File: src/rtl/core/frb_pkg.sv
// frb_pkg: sizes, codes and shared types of the frame ring buffer.
// Used by frb_ptr_add, frb_ctrl and frame_ring_buffer; no dependencies.
package frb_pkg;

    localparam int RING_BYTES  = 256;
    localparam int FRAME_BYTES = 12;

    localparam int PTR_W   = $clog2(RING_BYTES);
    localparam int OFS_W   = $clog2(FRAME_BYTES + 1);
    localparam int CNT_W   = (FRAME_BYTES > 2) ? $clog2(FRAME_BYTES) : 1;
    localparam int FRAME_W = FRAME_BYTES * 8;

    localparam int PADDR_W = 2;
    localparam logic [PADDR_W-1:0] CFG_START_BYTE_ADDR = 2'd0;

    localparam logic ACT_PUSH = 1'b0;
    localparam logic ACT_PULL = 1'b1;

    typedef enum logic [2:0] {
        ST_PUSH_OK    = 3'd0,
        ST_PUSH_FULL  = 3'd1,
        ST_PULL_EMPTY = 3'd2,
        ST_PULL_NOHDR = 3'd3,
        ST_BYTE       = 3'd4
    } status_t;

    typedef enum logic [2:0] {
        S_IDLE,
        S_PUSH_WR,
        S_PUSH_ADV,
        S_PULL_H0,
        S_PULL_H1,
        S_PULL_CHK,
        S_PULL_OUT,
        S_RESULT
    } ctrl_state_t;

    typedef struct packed {
        logic             we;
        logic             re;
        logic [PTR_W-1:0] addr;
        logic [7:0]       wdata;
    } ram_req_t;

    typedef struct packed {
        logic       valid;
        status_t    status;
        logic [7:0] data;
        logic       last;
    } res_t;

endpackage

File: src/rtl/core/frb_ram.sv
// frb_ram: generic single-port RAM, one write and one registered read a cycle at one address.
// Standalone; no package dependencies.
module frb_ram #(
    parameter int WIDTH = 8,
    parameter int DEPTH = 256
) (
    input  logic                     clk,
    input  logic                     we,
    input  logic                     re,
    input  logic [$clog2(DEPTH)-1:0] addr,
    input  logic [WIDTH-1:0]         wdata,
    output logic [WIDTH-1:0]         rdata
);

    logic [WIDTH-1:0] mem [DEPTH];
    logic [WIDTH-1:0] rdata_reg;

    always_ff @(posedge clk)
    begin
        if (we)
        begin
            mem[addr] <= wdata;
        end
        if (re)
        begin
            rdata_reg <= mem[addr];
        end
    end

    assign rdata = rdata_reg;

endmodule

File: src/rtl/core/frb_ptr_add.sv
// frb_ptr_add: shared ring index adder, base + offset wrapped at the ring size.
// Depends on frb_pkg.
module frb_ptr_add (
    input  logic [frb_pkg::PTR_W-1:0] base,
    input  logic [frb_pkg::OFS_W-1:0] ofs,
    output logic [frb_pkg::PTR_W-1:0] sum
);

    logic [frb_pkg::PTR_W:0] raw;

    always_comb
    begin
        raw = {1'b0, base} + (frb_pkg::PTR_W + 1)'(ofs);
        if (raw >= (frb_pkg::PTR_W + 1)'(frb_pkg::RING_BYTES))
        begin
            raw = raw - (frb_pkg::PTR_W + 1)'(frb_pkg::RING_BYTES);
        end
        sum = raw[frb_pkg::PTR_W-1:0];
    end

endmodule

File: src/rtl/core/frb_ctrl.sv
// frb_ctrl: sequencer for push and pull, head/tail pointers, ring RAM requests.
// Depends on frb_pkg and frb_ptr_add.
module frb_ctrl (
    input  logic                        clk,
    input  logic                        rst_n,
    input  logic                        item_valid,
    output logic                        item_ready,
    input  logic                        action,
    input  logic [63:0]                 frame_lo,
    input  logic [31:0]                 frame_hi,
    input  logic [7:0]                  start_byte,
    output frb_pkg::res_t               res,
    input  logic                        res_ready,
    output frb_pkg::ram_req_t           ram_req,
    input  logic [7:0]                  ram_rdata
);

    frb_pkg::ctrl_state_t          state_reg, state_next;
    logic [frb_pkg::PTR_W-1:0]     head_reg, head_next;
    logic [frb_pkg::PTR_W-1:0]     tail_reg, tail_next;
    logic [frb_pkg::CNT_W-1:0]     cnt_reg, cnt_next;
    logic [frb_pkg::FRAME_W-1:0]   frame_reg, frame_next;
    frb_pkg::status_t              status_reg, status_next;
    logic                          hdr_ok_reg, hdr_ok_next;

    logic [frb_pkg::PTR_W-1:0]     add_base;
    logic [frb_pkg::OFS_W-1:0]     add_ofs;
    logic [frb_pkg::PTR_W-1:0]     add_sum;
    logic [frb_pkg::PTR_W:0]       free_bytes;
    logic                          empty;
    logic                          push_ok;
    logic                          cnt_last;
    logic                          hdr_match;

    frb_ptr_add u_add (
        .base (add_base),
        .ofs  (add_ofs),
        .sum  (add_sum)
    );

    assign empty = (head_reg == tail_reg);

    always_comb
    begin
        if (head_reg >= tail_reg)
        begin
            free_bytes = {1'b0, head_reg} - {1'b0, tail_reg};
        end
        else
        begin
            free_bytes = {1'b0, head_reg}
                       + (frb_pkg::PTR_W + 1)'(frb_pkg::RING_BYTES)
                       - {1'b0, tail_reg};
        end
    end

    assign push_ok   = empty ||
                       (free_bytes > (frb_pkg::PTR_W + 1)'(frb_pkg::FRAME_BYTES + 1));
    assign cnt_last  = (cnt_reg == frb_pkg::CNT_W'(frb_pkg::FRAME_BYTES - 1));
    assign hdr_match = hdr_ok_reg && (ram_rdata == start_byte);
    assign item_ready = (state_reg == frb_pkg::S_IDLE);

    always_ff @(posedge clk or negedge rst_n)
    begin
        if (!rst_n)
        begin
            state_reg  <= frb_pkg::S_IDLE;
            head_reg   <= '0;
            tail_reg   <= '0;
            cnt_reg    <= '0;
            status_reg <= frb_pkg::ST_PUSH_OK;
            hdr_ok_reg <= 1'b0;
        end
        else
        begin
            state_reg  <= state_next;
            head_reg   <= head_next;
            tail_reg   <= tail_next;
            cnt_reg    <= cnt_next;
            status_reg <= status_next;
            hdr_ok_reg <= hdr_ok_next;
        end
    end

    always_ff @(posedge clk)
    begin
        frame_reg <= frame_next;
    end

    // next state
    always_comb
    begin
        state_next = state_reg;
        unique case (state_reg)
            frb_pkg::S_IDLE:
            begin
                if (item_valid)
                begin
                    if (action == frb_pkg::ACT_PULL)
                    begin
                        state_next = empty ? frb_pkg::S_RESULT : frb_pkg::S_PULL_H0;
                    end
                    else
                    begin
                        state_next = push_ok ? frb_pkg::S_PUSH_WR : frb_pkg::S_RESULT;
                    end
                end
            end
            frb_pkg::S_PUSH_WR:
            begin
                if (cnt_last)
                begin
                    state_next = frb_pkg::S_PUSH_ADV;
                end
            end
            frb_pkg::S_PUSH_ADV: state_next = frb_pkg::S_RESULT;
            frb_pkg::S_PULL_H0:  state_next = frb_pkg::S_PULL_H1;
            frb_pkg::S_PULL_H1:  state_next = frb_pkg::S_PULL_CHK;
            frb_pkg::S_PULL_CHK:
            begin
                state_next = hdr_match ? frb_pkg::S_PULL_OUT : frb_pkg::S_RESULT;
            end
            frb_pkg::S_PULL_OUT:
            begin
                if (res_ready && cnt_last)
                begin
                    state_next = frb_pkg::S_IDLE;
                end
            end
            frb_pkg::S_RESULT:
            begin
                if (res_ready)
                begin
                    state_next = frb_pkg::S_IDLE;
                end
            end
            default: state_next = frb_pkg::S_IDLE;
        endcase
    end

    // datapath and outputs
    always_comb
    begin
        head_next   = head_reg;
        tail_next   = tail_reg;
        cnt_next    = cnt_reg;
        frame_next  = frame_reg;
        status_next = status_reg;
        hdr_ok_next = hdr_ok_reg;
        add_base    = head_reg;
        add_ofs     = '0;
        ram_req     = '{we: 1'b0, re: 1'b0, addr: add_sum, wdata: frame_reg[7:0]};
        res         = '{valid: 1'b0, status: status_reg, data: 8'd0, last: 1'b1};

        unique case (state_reg)
            frb_pkg::S_IDLE:
            begin
                cnt_next   = '0;
                frame_next = frb_pkg::FRAME_W'({frame_hi, frame_lo});
                if (item_valid)
                begin
                    if (action == frb_pkg::ACT_PULL)
                    begin
                        status_next = frb_pkg::ST_PULL_EMPTY;
                    end
                    else
                    begin
                        status_next = frb_pkg::ST_PUSH_FULL;
                    end
                end
            end
            frb_pkg::S_PUSH_WR:
            begin
                add_base   = tail_reg;
                add_ofs    = frb_pkg::OFS_W'(cnt_reg);
                ram_req.we = 1'b1;
                frame_next = frame_reg >> 8;
                cnt_next   = cnt_reg + 1'b1;
            end
            frb_pkg::S_PUSH_ADV:
            begin
                add_base    = tail_reg;
                add_ofs     = frb_pkg::OFS_W'(frb_pkg::FRAME_BYTES);
                tail_next   = add_sum;
                status_next = frb_pkg::ST_PUSH_OK;
            end
            frb_pkg::S_PULL_H0:
            begin
                ram_req.re = 1'b1;
            end
            frb_pkg::S_PULL_H1:
            begin
                add_ofs     = frb_pkg::OFS_W'(1);
                ram_req.re  = 1'b1;
                hdr_ok_next = (ram_rdata == start_byte);
            end
            frb_pkg::S_PULL_CHK:
            begin
                cnt_next    = '0;
                status_next = frb_pkg::ST_PULL_NOHDR;
                ram_req.re  = hdr_match;
            end
            frb_pkg::S_PULL_OUT:
            begin
                add_ofs    = frb_pkg::OFS_W'(cnt_reg) + 1'b1;
                res.valid  = 1'b1;
                res.status = frb_pkg::ST_BYTE;
                res.data   = ram_rdata;
                res.last   = cnt_last;
                if (res_ready)
                begin
                    if (cnt_last)
                    begin
                        head_next = add_sum;
                    end
                    else
                    begin
                        ram_req.re = 1'b1;
                        cnt_next   = cnt_reg + 1'b1;
                    end
                end
            end
            frb_pkg::S_RESULT:
            begin
                res.valid = 1'b1;
            end
            default:
            begin
                res.valid = 1'b0;
            end
        endcase
    end

`ifndef SYNTHESIS
    a_ram_one_op: assert property (@(posedge clk) disable iff (!rst_n)
        !(ram_req.we && ram_req.re))
        else $error("ring RAM read and write in the same cycle");

    a_no_accept_with_result: assert property (@(posedge clk) disable iff (!rst_n)
        (item_valid && item_ready) |-> !res.valid)
        else $error("beat accepted while a result is pending");

    a_tail_moves_on_push: assert property (@(posedge clk) disable iff (!rst_n)
        (tail_reg != $past(tail_reg)) |-> ($past(state_reg) == frb_pkg::S_PUSH_ADV))
        else $error("tail moved outside push completion");

    a_head_moves_on_pull: assert property (@(posedge clk) disable iff (!rst_n)
        (head_reg != $past(head_reg)) |->
            ($past(state_reg) == frb_pkg::S_PULL_OUT && $past(res_ready) && $past(cnt_last)))
        else $error("head moved outside final pulled byte");
`endif

endmodule

File: src/rtl/core/frame_ring_buffer.sv
// Frame ring buffer: a 256-byte ring of whole 12-byte frames, one RAM byte moved per
// cycle, while the output side does not stall, through a single shared index adder. A
// push occupies the block for a decode step, the writes of its 12 bytes and a tail
// update, plus the wait for its status beat. A pull reads and checks two header bytes,
// then gives one result beat per cycle while the output side does not stall, 12 beats
// for a frame; a refused pull or push gives one status beat. The next item is taken
// once the last beat of the current one has entered the output register. start_byte
// sits at APB address 0. Depends on frb_pkg, frb_ram, frb_ptr_add and frb_ctrl.
module frame_ring_buffer (
    input  logic                        clk,
    input  logic                        rst_n,

    input  logic                        psel,
    input  logic                        penable,
    input  logic                        pwrite,
    input  logic [frb_pkg::PADDR_W-1:0] paddr,
    input  logic [31:0]                 pwdata,
    output logic [31:0]                 prdata,
    output logic                        pready,

    input  logic                        item_valid,
    output logic                        item_stall,
    input  logic                        action,
    input  logic [63:0]                 frame_lo,
    input  logic [31:0]                 frame_hi,

    output logic                        result_valid,
    input  logic                        result_stall,
    output logic [2:0]                  status,
    output logic [7:0]                  data_byte,
    output logic                        last
);

    logic [7:0]        start_byte_reg;
    logic              item_ready;
    frb_pkg::res_t     res;
    logic              res_ready;
    frb_pkg::ram_req_t ram_req;
    logic [7:0]        ram_rdata;

    logic              out_valid_reg;
    logic [2:0]        out_status_reg;
    logic [7:0]        out_data_reg;
    logic              out_last_reg;

    assign pready = 1'b1;

    always_ff @(posedge clk or negedge rst_n)
    begin
        if (!rst_n)
        begin
            start_byte_reg <= 8'd0;
        end
        else if (psel && penable && pwrite && (paddr == frb_pkg::CFG_START_BYTE_ADDR))
        begin
            start_byte_reg <= pwdata[7:0];
        end
    end

    assign prdata = (paddr == frb_pkg::CFG_START_BYTE_ADDR) ? {24'd0, start_byte_reg} : 32'd0;

    frb_ram #(
        .WIDTH (8),
        .DEPTH (frb_pkg::RING_BYTES)
    ) u_ring (
        .clk   (clk),
        .we    (ram_req.we),
        .re    (ram_req.re),
        .addr  (ram_req.addr),
        .wdata (ram_req.wdata),
        .rdata (ram_rdata)
    );

    frb_ctrl u_ctrl (
        .clk        (clk),
        .rst_n      (rst_n),
        .item_valid (item_valid),
        .item_ready (item_ready),
        .action     (action),
        .frame_lo   (frame_lo),
        .frame_hi   (frame_hi),
        .start_byte (start_byte_reg),
        .res        (res),
        .res_ready  (res_ready),
        .ram_req    (ram_req),
        .ram_rdata  (ram_rdata)
    );

    assign item_stall = !item_ready;

    // output beat register
    assign res_ready = !out_valid_reg || !result_stall;

    always_ff @(posedge clk or negedge rst_n)
    begin
        if (!rst_n)
        begin
            out_valid_reg <= 1'b0;
        end
        else if (res_ready)
        begin
            out_valid_reg <= res.valid;
        end
    end

    always_ff @(posedge clk)
    begin
        if (res_ready && res.valid)
        begin
            out_status_reg <= res.status;
            out_data_reg   <= res.data;
            out_last_reg   <= res.last;
        end
    end

    assign result_valid = out_valid_reg;
    assign status       = out_status_reg;
    assign data_byte    = out_data_reg;
    assign last         = out_last_reg;

endmodule

File: config.mk
export PLATFORM = sky130hd
export DESIGN_NAME = frame_ring_buffer
export DESIGN_NICKNAME = d
export VERILOG_FILES = /design/src/rtl/core/frb_pkg.sv /design/src/rtl/core/frb_ram.sv /design/src/rtl/core/frb_ptr_add.sv /design/src/rtl/core/frb_ctrl.sv /design/src/rtl/core/frame_ring_buffer.sv
export SDC_FILE = /design/constraint.sdc
export NUM_CORES = 2
export LEC_CHECK = 0
export BUFFER_PORTS_ARGS = -buffer_cell sky130_fd_sc_hd__buf_2
export CAP_MARGIN = 20
export CORE_MARGIN = 2
export CORE_UTILIZATION = 50
export DETAILED_ROUTE_END_ITERATION = 10
export GPL_ROUTABILITY_DRIVEN = 0
export PLACE_DENSITY = 0.72
export SLEW_MARGIN = 10
export SYNTH_ARGS = -nofsm -noshare
export SYNTH_HDL_FRONTEND = slang
export SYNTH_SLANG_ARGS = --single-unit
File: constraint.sdc
create_clock -name clk -period 8.8 [get_ports clk]
set_input_delay 0.44 -clock clk [delete_from_list [all_inputs] [get_ports clk]]
set_output_delay 0.44 -clock clk [all_outputs]
set_load 0.02 [all_outputs]
==> reports/metrics.yaml <==
seqPwrFrac: 0.381
endpoint_kind: "flip-flop"
yosysUniqueCellTypes: 77
cp.arrival_ns: 7.46
ant_nets: 0
fin_ws_ns: 1.915
period_minus_slack_ns: 6.885
finalSetupTns_ns: 0
cts_root_buf: "clkbuf_16"
clk_pin_slew_ns: 0.06
power_density_nw_per_um2: 360.4
synthCells: 4501
placed_cell_area_um2: 90760
nets: 4980
ir_drop_mv: 0.3556
postLayoutCellArea_um2: 98500
syn2layout_area_growth_pct: 13.08
vias: 44690
routed_wl_um: 208800
pwr-share-clk: 0.244
dp_slack_ns: 2.040
ios: 185
synth_commonest_cells: "2164 x edfxtp_1, 626 x nand2_1, 564 x mux4_2"
grt_pass1_vias: 44290
synth_warnings: 0
cts_buffers: 206
crit_fanout: 87
drv_slew: 0
p_switching_uw: 11960
design.core.area_um2: 173400
ctsLongestPathBuffers: 3
die_area_um2: 177600
synthTopCellsByArea: "edfxtp_1 75%, mux4_2 15%, nand2_1 2.7%, nor2_1 1.2%, nand3_1 1.0%"
first_pass_iters: 6
synth_edf_count: 2164
drc: 0
fillers: 12500
clock-sinks: 2199
synth_top_area_frac: 0.7461
netSwitchingFraction: 0.3371
pwr-share-comb: 0.375
seq_area_frac_synth: 0.7561
start_util: 0.5022
crit_type: "flip-flop to flip-flop"
largest_reg_flops: 2048
grt-ovfl-total: 0
relSlewSlack: 0.1593
viasPerCell: 6.100
power.internal_uw: 23530
dp_hpwl_um: 118000
rows: 153
seq_area_um2: 65860
drive_above_1_share: 0.2412
synth.avg_cell_area_um2: 19.35
finalClockSkew_ns: 0.03123
multiInputGateArea_um2: 20030
wire_per_inst_um: 28.50
rsz0062_at_grt: "no"
cts_tree: "done"
die_w_um: 421.4
reg2reg_setup_slack_ns: 1.92
yosysMostFrequentCell: "edfxtp_1"
fmax_mhz: 145.3
clk_latency_ns: 0.85
hold_class: "input pin to flip-flop"
p_leak_uw: 0.03181
async_flop_share: 0.01592
dpl.cell_count: 6834
setup_viol: 0
antenna_found_initial: 9
synth_ff_type: "edfxtp_1"
hold_viol: 0
yosys.area.top_type: "edfxtp_1"
worst_slew_pin_slew_ns: 1.261
worst_setup_path_start_kind: "flip-flop"
grt_max_degree: 193
drtIter0Drc: 5826
fin_cells: 7326
synth_area_um2: 87100
cp_data_required_time_ns: 9.37
fin_crit_sh: 0.7823
io_buffers: 135
status: "finished, final reports clean"
track_usage: 0.2344
grt_pass1_wl_um: 303300
drv_cap: 0
htreeDepth: 4
die_h_um: 421.4
ys_seq_elements: 2199
metrics by stage:
step / hold WS, ns / util / total power (uW)
4_1_cts: 0.003480 / 0.5672 / 35640
2_1_floorplan: 0.1444 / - / 23090
3_5_place_dp: 0.4536 / 0.5233 / 26980
5_1_grt: 0.02304 / 0.5679 / 36830
6_report: 0.03766 / 0.5679 / 35500
3_3_place_gp: 0.4539 / 0.5233 / 26790
final timing paths:
| path | startpoint | end | cells after the start |
|---|---|---|---|
| worst max-delay path | u_ctrl.state_reg[2] | u_ring.rdata[0] | 13 |
| worst min-delay path | frame_lo[7] | u_ctrl.frame_reg[7] | 3 |
| worst max register to register | u_ctrl.state_reg[2] | u_ring.rdata[0] | 13 |
| worst min register to register | u_ctrl.frame_reg[5] | u_ring.mem[66][5] | 0 |
| max in group asynchronous | rst_n | u_ctrl.cnt_reg[2] | 2 |
| min in group asynchronous | rst_n | u_ctrl.state_reg[0] | 2 |
cell families (layout without fill, tap and decap cells):
| kind of cell | count (synthesis) | after routing | synth area share |
|---|---|---|---|
| simple gates | 1181 | 1181 | 0.05664 |
| mux | 618 | 618 | 0.1524 |
| other cells | 2 | 30 | 0.00008622 |
| buf+inv | 302 | 774 | 0.01692 |
| flops | 2199 | 2199 | 0.7561 |
| xor+xnor | 21 | 21 | 0.002284 |
| fa+ha+maj | 15 | 15 | 0.002327 |
| compound gates | 163 | 163 | 0.01319 |
what timing repair did:
item,4_1_cts,5_1_grt
resized for setup,0,0
setup buffers,0,0
hold endpoints to repair,140,0
hold buffers,105,0
placed cells by master (no fill, tap or decap), types with 18 or more instances in the layout:
| cell type | count |
|---|---|
| inv_1 | 18 |
| clkinv_2 | 37 |
| buf_4 | 116 |
| o21ai_0 | 43 |
| nand3_1 | 166 |
| and2_1 | 19 |
| edfxtp_1 | 2164 |
| dlygate4sd3_1 | 105 |
| buf_2 | 135 |
| mux2i_1 | 27 |
| a21oi_1 | 22 |
| dfrtp_1 | 35 |
| clkbuf_1 | 34 |
| mux4_2 | 564 |
| clkinv_1 | 57 |
| clkbuf_16 | 209 |
| and3_1 | 21 |
| nand2_1 | 625 |
| mux2_2 | 27 |
| buf_12 | 18 |
| nor2_1 | 274 |
| conb_1 | 25 |
critical path: stages (launching register included):
cell	delay [ns]
dfrtp_1	0.73
clkinv_1	0.41
nor2_1	0.56
and2_1	0.40
a22o_1	0.24
inv_1	0.07
fa_4	1.29
buf_12	0.43
mux4_2	0.43
mux4_2	0.52
mux2i_1	0.28
o22a_1	0.31
o32ai_1	0.23
or4_1	0.51
cell type report:
type | instances | area share
antenna | 5 | 0.0001270
clock buffer | 247 | 0.05495
clock inverter | 130 | 0.01176
inverter | 19 | 0.0007241
multi-input combinational | 2023 | 0.2034
sequential | 2199 | 0.6686
tap | 2325 | 0.02953
timing repair buffer | 378 | 0.03086
per-layer routing:
layer / routed length [um] / GRT usage / vias up
met5: 55 / 0 / -
met4: 8066 / 0.08704 / 8
met3: 21990 / 0.06172 / 396
met2: 99370 / 0.3647 / 2531
met1: 79280 / 0.3215 / 23140
li1: - / - / 18620
power by group through the flow:
stage               registers, uW  clock network [uW]  logic (uW)
detailed placement          13700                   0       13300
floorplan                   14600                   0        8500
CTS                         13500                8760       13400
global placement            13700                   0       13100
finish                      13500                8660       13300
global route                13500                9150       14100
(Power assumes the default switching activity.)
